`config.mk`:
```
export PLATFORM = sky130hd
export DESIGN_NAME = lru_tag_store_timestamp_flat
export DESIGN_NICKNAME = d
export VERILOG_FILES = /design/src/design/lts_pkg.sv /design/src/design/lts_if.sv /design/src/design/lru_tag_store_timestamp.sv /design/src/design/lts_ram.sv /design/src/design/lts_scan.sv /design/src/flat_wrapper.sv
export SDC_FILE = /design/constraint.sdc
export NUM_CORES = 2
export LEC_CHECK = 0
export ABC_CLOCK_PERIOD_IN_PS = 16880
export BUFFER_PORTS_ARGS = -buffer_cell sky130_fd_sc_hd__buf_4
export CAP_MARGIN = 20
export CORE_ASPECT_RATIO = 1.5
export CORE_UTILIZATION = 55
export DETAILED_ROUTE_END_ITERATION = 8
export PLACE_DENSITY = 0.74
export SYNTH_ARGS = -nofsm -noshare
export SYNTH_HDL_FRONTEND = slang
export SYNTH_SLANG_ARGS = --single-unit
```
`constraint.sdc`:
```
create_clock -name clk -period 16.88 [get_ports clk]
set_input_delay 3.376 -clock clk [delete_from_list [all_inputs] [get_ports clk]]
set_output_delay 3.376 -clock clk [all_outputs]
set_load 0.005 [all_outputs]
```
`src/design/lts_pkg.sv`:
```
// Shared types and constants for the LRU tag store.
package lts_pkg;

  // Store geometry.
  localparam int ENTRIES = 16;
  localparam int IDX_W   = (ENTRIES > 1) ? $clog2(ENTRIES) : 1;
  localparam int CNT_W   = $clog2(ENTRIES + 1);

  // Field widths.
  localparam int KEY_W   = 64;
  localparam int SIZE_W  = 17;
  localparam int STAMP_W = 32;
  localparam int SLOT_W  = 4;

  localparam logic [CNT_W-1:0] FULL_CNT = CNT_W'(ENTRIES);

  // Command codes.
  typedef enum logic {
    CMD_LOOKUP = 1'b0,
    CMD_INSERT = 1'b1
  } cmd_t;

  // One stored entry as held in the entry memory.
  typedef struct packed {
    logic [KEY_W-1:0]   key;
    logic [SIZE_W-1:0]  size;
    logic [STAMP_W-1:0] stamp;
  } entry_t;

  // Sequencer to compare unit.
  typedef struct packed {
    logic             clear;
    logic             chk_vld;
    logic [IDX_W-1:0] chk_idx;
  } scan_ctl_t;

  // Compare unit to sequencer.
  typedef struct packed {
    logic             match;
    logic [IDX_W-1:0] best_idx;
  } scan_stat_t;

endpackage

```
`src/design/lts_if.sv`:
```
// Valid/ready channel interfaces for the request and result words.
interface lts_in_if;
  logic                         valid;
  logic                         ready;
  lts_pkg::cmd_t                cmd;
  logic [lts_pkg::KEY_W-1:0]    key;
  logic [lts_pkg::SIZE_W-1:0]   obj_size;

  modport source (output valid, cmd, key, obj_size, input ready);
  modport sink   (input valid, cmd, key, obj_size, output ready);
endinterface

interface lts_out_if;
  logic                         valid;
  logic                         ready;
  logic                         hit;
  logic [lts_pkg::SLOT_W-1:0]   slot;
  logic [lts_pkg::SIZE_W-1:0]   stored_size;
  logic                         evicted;

  modport source (output valid, hit, slot, stored_size, evicted, input ready);
  modport sink   (input valid, hit, slot, stored_size, evicted, output ready);
endinterface

```
`src/design/lru_tag_store_timestamp.sv`:
```
// An insert with a free entry or a lookup of an empty store goes straight to the
// result state; a lookup or an insert into a full store first scans the filled
// entries, and a lookup hit ends the scan early.
// The scan is paced by the single entry memory read port, one entry per cycle,
// and the next word is taken only after the result enters the output register.
// Synchronous active-low reset empties the store and zeroes the stamp counter.
module lru_tag_store_timestamp (
  input  logic      clk,
  input  logic      rst_n,
  lts_in_if.sink    in_ch,
  lts_out_if.source out_ch
);

  typedef enum logic [1:0] {
    S_IDLE,
    S_SCAN,
    S_DONE
  } state_t;

  state_t                        state_r, state_nxt;
  lts_pkg::cmd_t                 cmd_r, cmd_nxt;
  logic [lts_pkg::KEY_W-1:0]     key_r, key_nxt;
  logic [lts_pkg::SIZE_W-1:0]    size_r, size_nxt;
  logic [lts_pkg::CNT_W-1:0]     fill_r, fill_nxt;
  logic [lts_pkg::STAMP_W-1:0]   stamp_ctr_r, stamp_ctr_nxt;
  logic [lts_pkg::CNT_W-1:0]     issue_idx_r, issue_idx_nxt;
  logic                          chk_vld_r, chk_vld_nxt;
  logic [lts_pkg::IDX_W-1:0]     chk_idx_r, chk_idx_nxt;

  // Pending result, then the output register.
  logic                          res_hit_r, res_hit_nxt;
  logic [lts_pkg::SLOT_W-1:0]    res_slot_r, res_slot_nxt;
  logic [lts_pkg::SIZE_W-1:0]    res_size_r, res_size_nxt;
  logic                          res_evicted_r, res_evicted_nxt;
  logic                          out_valid_r, out_valid_nxt;
  logic                          out_hit_r, out_hit_nxt;
  logic [lts_pkg::SLOT_W-1:0]    out_slot_r, out_slot_nxt;
  logic [lts_pkg::SIZE_W-1:0]    out_size_r, out_size_nxt;
  logic                          out_evicted_r, out_evicted_nxt;

  logic                          ram_we;
  logic [lts_pkg::IDX_W-1:0]     ram_waddr;
  lts_pkg::entry_t               ram_wdata;
  logic                          ram_re;
  logic [lts_pkg::IDX_W-1:0]     ram_raddr;
  lts_pkg::entry_t               ram_rdata;

  lts_pkg::scan_ctl_t            scan_ctl;
  lts_pkg::scan_stat_t           scan_stat;
  logic                          chk_last;
  logic                          in_acc;

  // Entry memory: key, size and stamp per entry.
  lts_ram #(
    .WIDTH ($bits(lts_pkg::entry_t)),
    .DEPTH (lts_pkg::ENTRIES)
  ) u_entry_ram (
    .clk   (clk),
    .we    (ram_we),
    .waddr (ram_waddr),
    .wdata (ram_wdata),
    .re    (ram_re),
    .raddr (ram_raddr),
    .rdata (ram_rdata)
  );

  // Compare unit, fed one entry per cycle during a scan.
  lts_scan u_scan (
    .clk     (clk),
    .rst_n   (rst_n),
    .ctl     (scan_ctl),
    .req_key (key_r),
    .ent     (ram_rdata),
    .stat    (scan_stat)
  );

  assign in_ch.ready        = (state_r == S_IDLE);
  assign in_acc             = in_ch.valid && in_ch.ready;
  assign out_ch.valid       = out_valid_r;
  assign out_ch.hit         = out_hit_r;
  assign out_ch.slot        = out_slot_r;
  assign out_ch.stored_size = out_size_r;
  assign out_ch.evicted     = out_evicted_r;

  // The entry under compare is the last filled one.
  assign chk_last = chk_vld_r &&
                    ((lts_pkg::CNT_W'(chk_idx_r) + lts_pkg::CNT_W'(1)) == fill_r);

  // Sequencer next-state logic.
  always_comb begin
    state_nxt       = state_r;
    cmd_nxt         = cmd_r;
    key_nxt         = key_r;
    size_nxt        = size_r;
    fill_nxt        = fill_r;
    stamp_ctr_nxt   = stamp_ctr_r;
    issue_idx_nxt   = issue_idx_r;
    chk_vld_nxt     = chk_vld_r;
    chk_idx_nxt     = chk_idx_r;
    res_hit_nxt     = res_hit_r;
    res_slot_nxt    = res_slot_r;
    res_size_nxt    = res_size_r;
    res_evicted_nxt = res_evicted_r;
    out_valid_nxt   = out_valid_r;
    out_hit_nxt     = out_hit_r;
    out_slot_nxt    = out_slot_r;
    out_size_nxt    = out_size_r;
    out_evicted_nxt = out_evicted_r;
    ram_we          = 1'b0;
    ram_waddr       = '0;
    ram_wdata       = '0;
    ram_re          = 1'b0;
    ram_raddr       = issue_idx_r[lts_pkg::IDX_W-1:0];
    scan_ctl.clear   = 1'b0;
    scan_ctl.chk_vld = chk_vld_r;
    scan_ctl.chk_idx = chk_idx_r;

    // The output register empties when the sink takes the word.
    if (out_valid_r && out_ch.ready) begin
      out_valid_nxt = 1'b0;
    end

    unique case (state_r)
      S_IDLE: begin
        if (in_acc) begin
          cmd_nxt  = in_ch.cmd;
          key_nxt  = in_ch.key;
          size_nxt = in_ch.obj_size;
          if (in_ch.cmd == lts_pkg::CMD_INSERT && fill_r != lts_pkg::FULL_CNT) begin
            // Free entry available: write it straight away.
            ram_we          = 1'b1;
            ram_waddr       = fill_r[lts_pkg::IDX_W-1:0];
            ram_wdata.key   = in_ch.key;
            ram_wdata.size  = in_ch.obj_size;
            ram_wdata.stamp = stamp_ctr_r;
            stamp_ctr_nxt   = stamp_ctr_r + lts_pkg::STAMP_W'(1);
            fill_nxt        = fill_r + lts_pkg::CNT_W'(1);
            res_hit_nxt     = 1'b0;
            res_slot_nxt    = lts_pkg::SLOT_W'(fill_r[lts_pkg::IDX_W-1:0]);
            res_size_nxt    = in_ch.obj_size;
            res_evicted_nxt = 1'b0;
            state_nxt       = S_DONE;
          end else if (in_ch.cmd == lts_pkg::CMD_LOOKUP && fill_r == '0) begin
            // Lookup of an empty store misses at once.
            res_hit_nxt     = 1'b0;
            res_slot_nxt    = '0;
            res_size_nxt    = '0;
            res_evicted_nxt = 1'b0;
            state_nxt       = S_DONE;
          end else begin
            issue_idx_nxt  = '0;
            chk_vld_nxt    = 1'b0;
            scan_ctl.clear = 1'b1;
            state_nxt      = S_SCAN;
          end
        end
      end

      S_SCAN: begin
        // Issue one read per cycle over the filled entries.
        if (issue_idx_r < fill_r) begin
          ram_re        = 1'b1;
          issue_idx_nxt = issue_idx_r + lts_pkg::CNT_W'(1);
          chk_vld_nxt   = 1'b1;
          chk_idx_nxt   = issue_idx_r[lts_pkg::IDX_W-1:0];
        end else begin
          chk_vld_nxt = 1'b0;
        end

        // Judge the entry whose data has just come back.
        if (chk_vld_r) begin
          if (cmd_r == lts_pkg::CMD_LOOKUP && scan_stat.match) begin
            ram_we          = 1'b1;
            ram_waddr       = chk_idx_r;
            ram_wdata.key   = ram_rdata.key;
            ram_wdata.size  = ram_rdata.size;
            ram_wdata.stamp = stamp_ctr_r;
            stamp_ctr_nxt   = stamp_ctr_r + lts_pkg::STAMP_W'(1);
            res_hit_nxt     = 1'b1;
            res_slot_nxt    = lts_pkg::SLOT_W'(chk_idx_r);
            res_size_nxt    = ram_rdata.size;
            res_evicted_nxt = 1'b0;
            chk_vld_nxt     = 1'b0;
            state_nxt       = S_DONE;
          end else if (chk_last) begin
            if (cmd_r == lts_pkg::CMD_LOOKUP) begin
              res_hit_nxt     = 1'b0;
              res_slot_nxt    = '0;
              res_size_nxt    = '0;
              res_evicted_nxt = 1'b0;
            end else begin
              // Store full: replace the oldest entry.
              ram_we          = 1'b1;
              ram_waddr       = scan_stat.best_idx;
              ram_wdata.key   = key_r;
              ram_wdata.size  = size_r;
              ram_wdata.stamp = stamp_ctr_r;
              stamp_ctr_nxt   = stamp_ctr_r + lts_pkg::STAMP_W'(1);
              res_hit_nxt     = 1'b0;
              res_slot_nxt    = lts_pkg::SLOT_W'(scan_stat.best_idx);
              res_size_nxt    = size_r;
              res_evicted_nxt = 1'b1;
            end
            chk_vld_nxt = 1'b0;
            state_nxt   = S_DONE;
          end
        end
      end

      S_DONE: begin
        // Move the result into the output register once it is free.
        if (!out_valid_r || out_ch.ready) begin
          out_valid_nxt   = 1'b1;
          out_hit_nxt     = res_hit_r;
          out_slot_nxt    = res_slot_r;
          out_size_nxt    = res_size_r;
          out_evicted_nxt = res_evicted_r;
          state_nxt       = S_IDLE;
        end
      end

      default: begin
        state_nxt = S_IDLE;
      end
    endcase
  end

  // State and registered outputs.
  always_ff @(posedge clk) begin
    if (!rst_n) begin
      state_r     <= S_IDLE;
      fill_r      <= '0;
      stamp_ctr_r <= '0;
      chk_vld_r   <= 1'b0;
      out_valid_r <= 1'b0;
    end else begin
      state_r     <= state_nxt;
      fill_r      <= fill_nxt;
      stamp_ctr_r <= stamp_ctr_nxt;
      chk_vld_r   <= chk_vld_nxt;
      out_valid_r <= out_valid_nxt;
    end
    cmd_r         <= cmd_nxt;
    key_r         <= key_nxt;
    size_r        <= size_nxt;
    issue_idx_r   <= issue_idx_nxt;
    chk_idx_r     <= chk_idx_nxt;
    res_hit_r     <= res_hit_nxt;
    res_slot_r    <= res_slot_nxt;
    res_size_r    <= res_size_nxt;
    res_evicted_r <= res_evicted_nxt;
    out_hit_r     <= out_hit_nxt;
    out_slot_r    <= out_slot_nxt;
    out_size_r    <= out_size_nxt;
    out_evicted_r <= out_evicted_nxt;
  end

`ifndef SYNTHESIS
  // The fill count never passes the store depth.
  assert property (@(posedge clk) disable iff (!rst_n)
    fill_r <= lts_pkg::FULL_CNT)
    else $error("fill count beyond store depth");

  // The stamp counter only ever steps by one.
  assert property (@(posedge clk) disable iff (!rst_n)
    $past(rst_n) && !$stable(stamp_ctr_r) |->
      stamp_ctr_r == $past(stamp_ctr_r) + lts_pkg::STAMP_W'(1))
    else $error("stamp counter jumped");

  // An eviction can only come from a full store.
  assert property (@(posedge clk) disable iff (!rst_n)
    state_r == S_DONE && res_evicted_r |-> fill_r == lts_pkg::FULL_CNT)
    else $error("eviction with free entries");

  // Compare data is only judged during a scan.
  assert property (@(posedge clk) disable iff (!rst_n)
    chk_vld_r |-> state_r == S_SCAN)
    else $error("compare valid outside a scan");

  // A hit never reports an eviction.
  assert property (@(posedge clk) disable iff (!rst_n)
    out_valid_r && out_hit_r |-> !out_evicted_r)
    else $error("hit word flags an eviction");
`endif

endmodule

```
`src/design/lts_ram.sv`:
```
// Generic simple dual-port RAM with one write port and a registered read port.
module lts_ram #(
  parameter int WIDTH = 8,
  parameter int DEPTH = 16,
  localparam int AW   = (DEPTH > 1) ? $clog2(DEPTH) : 1
) (
  input  logic             clk,
  input  logic             we,
  input  logic [AW-1:0]    waddr,
  input  logic [WIDTH-1:0] wdata,
  input  logic             re,
  input  logic [AW-1:0]    raddr,
  output logic [WIDTH-1:0] rdata
);

  logic [WIDTH-1:0] mem_r [DEPTH];

  // Write port.
  always_ff @(posedge clk) begin
    if (we) begin
      mem_r[waddr] <= wdata;
    end
  end

  // Registered read port.
  always_ff @(posedge clk) begin
    if (re) begin
      rdata <= mem_r[raddr];
    end
  end

endmodule

```
`src/design/lts_scan.sv`:
```
// Shared compare unit: key match and running oldest-stamp search over a scan.
module lts_scan (
  input  logic                         clk,
  input  logic                         rst_n,
  input  lts_pkg::scan_ctl_t           ctl,
  input  logic [lts_pkg::KEY_W-1:0]    req_key,
  input  lts_pkg::entry_t              ent,
  output lts_pkg::scan_stat_t          stat
);

  logic                        has_best_r;
  logic [lts_pkg::IDX_W-1:0]   best_idx_r;
  logic [lts_pkg::STAMP_W-1:0] best_stamp_r;
  logic                        take_cur;

  // A strictly smaller stamp wins, so ties keep the lower index.
  assign take_cur = !has_best_r || (ent.stamp < best_stamp_r);

  assign stat.match    = (ent.key == req_key);
  assign stat.best_idx = take_cur ? ctl.chk_idx : best_idx_r;

  // Track the oldest entry seen so far in this scan.
  always_ff @(posedge clk) begin
    if (!rst_n) begin
      has_best_r <= 1'b0;
    end else if (ctl.clear) begin
      has_best_r <= 1'b0;
    end else if (ctl.chk_vld) begin
      has_best_r <= 1'b1;
      if (take_cur) begin
        best_idx_r   <= ctl.chk_idx;
        best_stamp_r <= ent.stamp;
      end
    end
  end

endmodule

```
`src/flat_wrapper.sv`:
```
// flat-port wrapper written by rule: the top's interface ports become plain ports
module lru_tag_store_timestamp_flat 
  (clk, rst_n, in_ch_valid, in_ch_cmd, in_ch_key, in_ch_obj_size, in_ch_ready, out_ch_valid, out_ch_hit, out_ch_slot, out_ch_stored_size, out_ch_evicted, out_ch_ready);
  lts_in_if in_ch_i ();
  lts_out_if out_ch_i ();
  input  logic clk;
  input  logic rst_n;
  input wire logic [$bits(in_ch_i.valid)-1:0] in_ch_valid;
  input wire logic [$bits(in_ch_i.cmd)-1:0] in_ch_cmd;
  input wire logic [$bits(in_ch_i.key)-1:0] in_ch_key;
  input wire logic [$bits(in_ch_i.obj_size)-1:0] in_ch_obj_size;
  output wire logic [$bits(in_ch_i.ready)-1:0] in_ch_ready;
  output wire logic [$bits(out_ch_i.valid)-1:0] out_ch_valid;
  output wire logic [$bits(out_ch_i.hit)-1:0] out_ch_hit;
  output wire logic [$bits(out_ch_i.slot)-1:0] out_ch_slot;
  output wire logic [$bits(out_ch_i.stored_size)-1:0] out_ch_stored_size;
  output wire logic [$bits(out_ch_i.evicted)-1:0] out_ch_evicted;
  input wire logic [$bits(out_ch_i.ready)-1:0] out_ch_ready;
  assign in_ch_i.valid = in_ch_valid;
  assign in_ch_i.cmd = in_ch_cmd;
  assign in_ch_i.key = in_ch_key;
  assign in_ch_i.obj_size = in_ch_obj_size;
  assign in_ch_ready = in_ch_i.ready;
  assign out_ch_valid = out_ch_i.valid;
  assign out_ch_hit = out_ch_i.hit;
  assign out_ch_slot = out_ch_i.slot;
  assign out_ch_stored_size = out_ch_i.stored_size;
  assign out_ch_evicted = out_ch_i.evicted;
  assign out_ch_i.ready = out_ch_ready;
  lru_tag_store_timestamp u_core (.clk(clk), .rst_n(rst_n), .in_ch(in_ch_i), .out_ch(out_ch_i));
endmodule
```
Word level (Yosys, flattened, before mapping)

Memory sizes are Yosys's and may differ from the RTL's. A register that Yosys moved wholly into a read port is not among the register bits.
Index checks and enable logic that the tools add are counted.

Memories kept: 1
Bits in writable memories: 1808
Latch bits: 0
Input port bits: 86
Memory bits (read-only): 0
Register bits: 215
Logic and storage cells: 158

Memory list:

| name                     | depth | bits a word | rd ports | clocked after Yosys merged registers in | wr ports | RTL line      | RTL |
|---|---|---|---|---|---|---|---|
| u_core.u_entry_ram.mem_r | 16    | 113         | 1        | 1                                       | 1        | lts_ram.sv:16 | `logic [WIDTH-1:0] mem_r [DEPTH];` |

Divide/modulo/power cells: 0
Reduce and logical (&&, ||, !) cells: 25
Add/sub/neg operators: 4
Multipliers: 0
Shift-type cells: 0
Mux-type cells: 86
Equal/unequal tests: 15
Bitwise gates (word level): 4
Order comparisons: 2

Operators with widths:

| kind                  | count |
|---|---|
| $mux 113              | 6 |
| $pmux 113 s2          | 1 |
| $mux 32               | 6 |
| $mux 17               | 7 |
| $eq 64x64->1          | 1 |
| $pmux 32 s2           | 1 |
| $mux 4                | 13 |
| $pmux 17 s2           | 1 |
| $add 32x1->32 const B | 1 |
| $lt 32x32->1          | 1 |
| $mux 1                | 32 |
| $mux 5                | 4 |
| $pmux 4 s2            | 2 |
| $mux 2                | 7 |
| $reduce_and 4->1      | 3 |
| $add 5x1->5 const B   | 2 |
| $pmux 5 s2            | 1 |
| $reduce_and 5->1      | 2 |
| $ne 2x2->1 const B    | 4 |
| $pmux 1 s2            | 4 |
| $logic_and 1x1->1     | 6 |
| $ne 2x1->1 const B    | 3 |
| $ne 3x1->1 const B    | 2 |
| $pmux 2 s3            | 1 |
| 17 further kinds      | 25 |

Logic depth before layout (Yosys ltp)

Word-level depth: 9
Mapped depth: 11

Cells and area by module

From an unflattened synthesis, not the netlist that was laid out.

Cells, all modules: 3982
Area, all modules: 82374.0 um^2

Modules (own cells, without submodules):

| module                  | instances | seq. area each (um^2) | area each (um^2) | cells an instance |
|---|---|---|---|---|
| lts_ram                 | 1         | 57685.3               | 70914.3          | 2890 |
| lru_tag_store_timestamp | 1         | 4934.7                | 8750.9           | 850 |
| lts_scan                | 1         | 1101.1                | 2708.8           | 242 |

Worst setup path before layout

OpenSTA, ideal clock, no wires.

Kind: input-to-reg
Start point: input in_ch_cmd
End point: memory u_core.u_entry_ram.mem_r[2][0] (netlist name) (enable)
Data required time: 15.979 ns
Stages: 5
Path slack: 0.296 ns
Buffers on the path: 0
Setup time: 0.901 ns
Arrival: 15.683 ns
Cells stage by stage: o21ai_0 -> or2_2 -> o21ai_0 -> a31o_2 -> nor4b_1

Word-level cells in the longest chain between the ends: 6
Elaborated cells between the ends (all ways): 9
Classes of those cells: 8 x mux; 1 x reduce/logical

RTL lines:

| item                         | RTL line                       | RTL |
|---|---|---|
| from (decl)                  | flat_wrapper.sv:9              | `input wire logic [$bits(in_ch_i.cmd)-1:0] in_ch_cmd;` |
| $logic_and 1x1->1 (*)        | lru_tag_store_timestamp.sv:129 | `if (in_ch.cmd == lts_pkg::CMD_INSERT && fill_r != lts_pkg::FULL_CNT) begin` |
| $mux 1                       | lru_tag_store_timestamp.sv:129 |  |
| $mux 1                       | lru_tag_store_timestamp.sv:125 | `if (in_acc) begin` |
| $pmux 1 s2                   | lru_tag_store_timestamp.sv:123 | `unique case (state_r)` |
| $mux 1                       | lts_ram.sv:20                  | `if (we) begin` |
| $mux 1 (not written as such) | lts_ram.sv:21                  | `mem_r[waddr] <= wdata;` |
| to (decl)                    | lts_ram.sv:16                  |  |

Mark *: on every way between the ends. The rest lies on a longest branch, timed or not.

Worst setup path in the final report

Start point: input in_ch_valid
End point: memory u_core.u_entry_ram.mem_r[11][71] (netlist name) (enable)

Word-level cells in the longest chain between the ends: 5
Elaborated cells between the ends (all ways): 7
Classes of those cells: 6 x mux; 1 x reduce/logical

RTL lines:

| item                         | RTL line                       | RTL |
|---|---|---|
| from (decl)                  | flat_wrapper.sv:8              | `input wire logic [$bits(in_ch_i.valid)-1:0] in_ch_valid;` |
| $logic_and 1x1->1 (*)        | lru_tag_store_timestamp.sv:78  | `assign in_acc = in_ch.valid && in_ch.ready;` |
| $mux 1                       | lru_tag_store_timestamp.sv:125 |  |
| $pmux 1 s2                   | lru_tag_store_timestamp.sv:123 |  |
| $mux 1                       | lts_ram.sv:20                  |  |
| $mux 1 (not written as such) | lts_ram.sv:21                  |  |

Marks and branches as above.

==> metrics.md <==
| Metric | Value |
|---|---|
| Number of storage elements in the synthesis netlist | `2136` |
| HP Class | `flop to flop` |
| Grt total ovfl | `0` |
| Number of nets produced by synthesis | `3867` |
| Portion of netlist area occupied by mux cells | `15.54%` |
| Worst Path Required | `17.32 ns` |
| Hold Path Cell Cnt | `0` |
| Main combinational cell family by area after synthesis | `multiplexers` |
| Sequential standard cell area | `63720 sq um` |
| Detail-routed via count per cell | `6.548` |
| Clock latency on the worst-skew pair | `0.83 ns` |
| R2R setup slack | `10.41 ns` |
| Synthesized-area fraction occupied by adder cells | `0.6068%` |
| Die footprint | `151500 sq um` |
| Pin count of the biggest net entering global routing | `147` |
| Area of all placed cells without fillers | `92120 sq um` |
| Cell area after technology mapping | `82470 sq um` |
| Areal power density over the cells | `114.6 nW/um^2` |
| Maximum fanout encountered on the critical timing path | `46` |
| Proportion of synthesized chip area in sequential cells | `77.26%` |
| CTS Root Cell | `sky130_fd_sc_hd__clkbuf_16` |
| Global placement routability congestion | `0.7871` |
| Endpoints failing setup | `0` |
| Largest clock skew in the final design | `0.04283 ns` |
| Total wire length after detailed routing | `189700 um` |
| CTS H-tree lvls | `4` |
| Die width | `318.2 um` |
| Post-route minimum period | `7.124 ns` |
| Startpoint type of the worst setup path | `input pin` |
| Count of different cell masters after synthesis | `72` |
| Layout overhead on the synthesized area | `11.70%` |
| Total of max-cap violations | `0` |
| Count of pins on the block boundary | `111` |
| Static Leakage | `29.25 nW` |
| Least-Margin Pin Slew | `1.163 ns` |
| Post-detailed-placement cell area | `86330 sq um` |
| Kind of end point of the critical path | `flop` |
| Total global-route track usage | `25.30%` |
| Area occupied by multi-input gates | `17950 sq um` |
| Via count of the first global-routing pass | `41080` |
| Number of search-and-repair iterations in the first detailed-routing pass | `5` |
| Layout cells sized above 1 | `27.21%` |
| Port Buf Inserts | `110` |
| Reg-to-reg startpoint | `u_core.u_entry_ram.rdata[105]` |
| Fraction of synthesis flops using an asynchronous set or reset pin | `0%` |
| Critical path type | `input pin to flop` |
| Count of pins over their slew limit | `0` |
| Synthesized-area fraction occupied by ao, oa, aoi and oai cells | `2.582%` |
| Area inside the core boundary | `148500 sq um` |
| Post-Synth Simple-Gate Area | `2.209%` |
| Initial cell density of the core | `55.54%` |
| Worst min-delay path startpoint | `u_core.res_size_r[16]` |
| Post-synthesis cell type with the largest combined area | `sky130_fd_sc_hd__edfxtp_1` |
| Buffer depth of the longest clock path | `3` |
| CTS clock-pin slew for the worst setup and hold paths | `0.07 ns` |
| Number of standard cells in the layout, taps in and fillers out | `6078` |
| Die height | `476.3 um` |
| Number of gates resized after cts | `0` |
| Hold endpoint | `u_core.out_ch.stored_size[16]` |
| Worst slack at placement | `8.951 ns` |
| Final worst slack | `9.756 ns` |
| Data arrival time of the worst path | `7.56 ns` |
| Post-synth EDFFs | `2094` |
| Detailed router's first-iteration violation count | `4545` |
| Highest Clock Rate | `140.4 MHz` |
| Number of setup buffers added after CTS | `0` |
| Largest cells by area after synthesis | `sky130_fd_sc_hd__edfxtp_1 76%, sky130_fd_sc_hd__mux4_2 15%, sky130_fd_sc_hd__dfxtp_1 1.0%, sky130_fd_sc_hd__a22oi_1 0.76%, sky130_fd_sc_hd__o21ai_0 0.67%` |
| Final-stage net count | `4134` |
| Syn_area_per_cell | `22.05 sq um` |
| Syn. warnings | `0` |
| Fraction of the core area covered by cells at the end of the flow | `62.04%` |
| Final Cycle Share | `42.21%` |
| Std cell rows | `173` |
| Final Hold Violating Endpoints | `0` |
| Worst R2R Path Depth | `10` |
| Xor/xnor cell area share of the yosys netlist | `0.6266%` |
| Detailed Place HPWL | `100400 um` |
| Number of instances in the synthesized netlist | `3741` |
| Total clock buffers created by CTS | `182` |
| Global-route wire length before repair | `276500 um` |
| Post-CTS Hold Buffers | `0` |
| Most used DFF post-synth | `sky130_fd_sc_hd__edfxtp_1` |
| Routed via count | `39800` |
| Placed cell count | `5739` |
| Total clock sinks | `2136` |
| Synth top area share | `76.24%` |
| Setup repair after global routing missed its margin | `false` |
| Reg2reg end | `u_core.u_entry_ram.mem_r[11][71]` |
| Post-route antenna net violation count | `0` |
| Run status | `finished clean` |
| Max-Slew Margin vs Limit | `22.45%` |
| Average wire per standard cell | `31.21 um` |
| Sum of negative setup slack | `0 ns` |
| Total DRC errors in the routed layout | `0` |
| Filler Cell Count | `9815` |
| Initial antenna violation count | `7` |
| Peak supply drop | `0.0001120 V` |
| TritonCTS clock tree | `done` |
metrics by stage:
| stage | total power [mW] | hold slack, ns |
|---|---|---|
| floorplan | 6.416 | 0.4003 |
| global placement | 6.624 | 0.4012 |
| detailed placement | 6.637 | 0.4062 |
| CTS | 10.61 | 0.4174 |
| global route | 10.83 | 0.4193 |
| finish | 10.56 | 0.4135 |
power by group:
group	total (mW)	switching, mW	internal, mW
logic	0.617	0.345	0.272
registers	5.90	0.0251	5.88
clock network	4.04	1.84	2.19
kinds of logic (layout without fill, tap and decap cells):
logic type | count (synthesis) | in the layout
flops | 2136 | 2136
xor+xnor | 59 | 59
compound gates | 330 | 330
fa+ha+maj | 40 | 40
mux | 573 | 573
simple gates | 352 | 352
buf+inv | 251 | 659
other cells | 0 | 4
worst max path at each step:
stage	to	slack [ns]	from	cells after the start
floorplan	u_core.u_entry_ram.mem_r[2][0]	0.30	in_ch_cmd	5
finish	u_core.u_entry_ram.mem_r[11][71]	9.76	in_ch_valid	9
CTS	u_core.u_entry_ram.mem_r[11][71]	9.80	in_ch_valid	9
global placement	u_core.u_entry_ram.mem_r[11][85]	8.99	in_ch_valid	9
detailed placement	u_core.u_entry_ram.mem_r[11][100]	8.95	in_ch_valid	9
global route	u_core.u_entry_ram.mem_r[11][70]	9.62	in_ch_valid	9
worst max-delay path, cell delays in order:
cell,delay [ns]
sky130_fd_sc_hd__buf_4,0.11
sky130_fd_sc_hd__nand2_1,0.18
sky130_fd_sc_hd__nor2_4,0.16
sky130_fd_sc_hd__buf_4,0.56
sky130_fd_sc_hd__nand2_1,0.13
sky130_fd_sc_hd__a21o_1,0.38
sky130_fd_sc_hd__and4b_4,1.10
sky130_fd_sc_hd__buf_4,0.71
sky130_fd_sc_hd__buf_4,0.72
Yosys cell counts, drive strengths merged (5+ instances only):
library cell / instances
nor3: 9
or3: 15
nand2b: 12
nor2b: 21
inv: 63
clkbuf: 126
and2: 35
a21oi: 61
buf: 59
a2111oi: 7
mux4: 565
or4: 8
dfxtp: 42
xnor2: 52
nand2: 137
o21a: 5
o31ai: 26
o21ai: 111
xor2: 7
nand3: 23
nand4: 23
a22oi: 83
edfxtp: 2094
ha: 40
nor2: 40
flip-flops by register name, summed over array words and instances (netlist names), 5 cells and up:
register	cells
u_core.u_entry_ram.rdata	113
u_core.out_ch.stored_size	17
u_core.res_size_r	17
u_core.u_entry_ram.mem_r	1808
u_core.issue_idx_r	5
u_core.fill_r	5
u_core.key_r	64
u_core.size_r	17
u_core.u_scan.best_stamp_r	32
u_core.stamp_ctr_r	32
layout by cell type, fill, tap and decap left out, drive strengths merged, types with 26 or more instances in the layout:
master | synthesis | final
a21oi | 61 | 61
a22oi | 83 | 83
and2 | 35 | 35
buf | 59 | 267
clkbuf | 126 | 235
clkinv | 3 | 78
dfxtp | 42 | 42
edfxtp | 2094 | 2094
ha | 40 | 40
inv | 63 | 67
mux4 | 565 | 565
nand2 | 137 | 137
nor2 | 40 | 40
o21ai | 111 | 111
o31ai | 26 | 26
xnor2 | 52 | 52
area by class of cell:
class | count | share of cell area (%)
Inverter | 66 | 0.2716
Clock buffer | 234 | 5.384
Antenna cell | 4 | 0.01087
Multi-Input combinational cell | 1354 | 19.48
Timing Repair Buffer | 268 | 2.318
Clock inverter | 91 | 0.7524
Tap cell | 1925 | 2.614
Sequential cell | 2136 | 69.17
per-layer routing:
layer | wire length [um] | up-vias | global-route usage (%)
met3 | 14360 | 375 | 4.159
met2 | 98850 | 2017 | 43.29
met1 | 69600 | 21150 | 32.62
met4 | 6855 | 8 | 9.804
met5 | 58 | - | 0
li1 | - | 16250 | -
No activity file was read; power rests on OpenSTA's default activity.
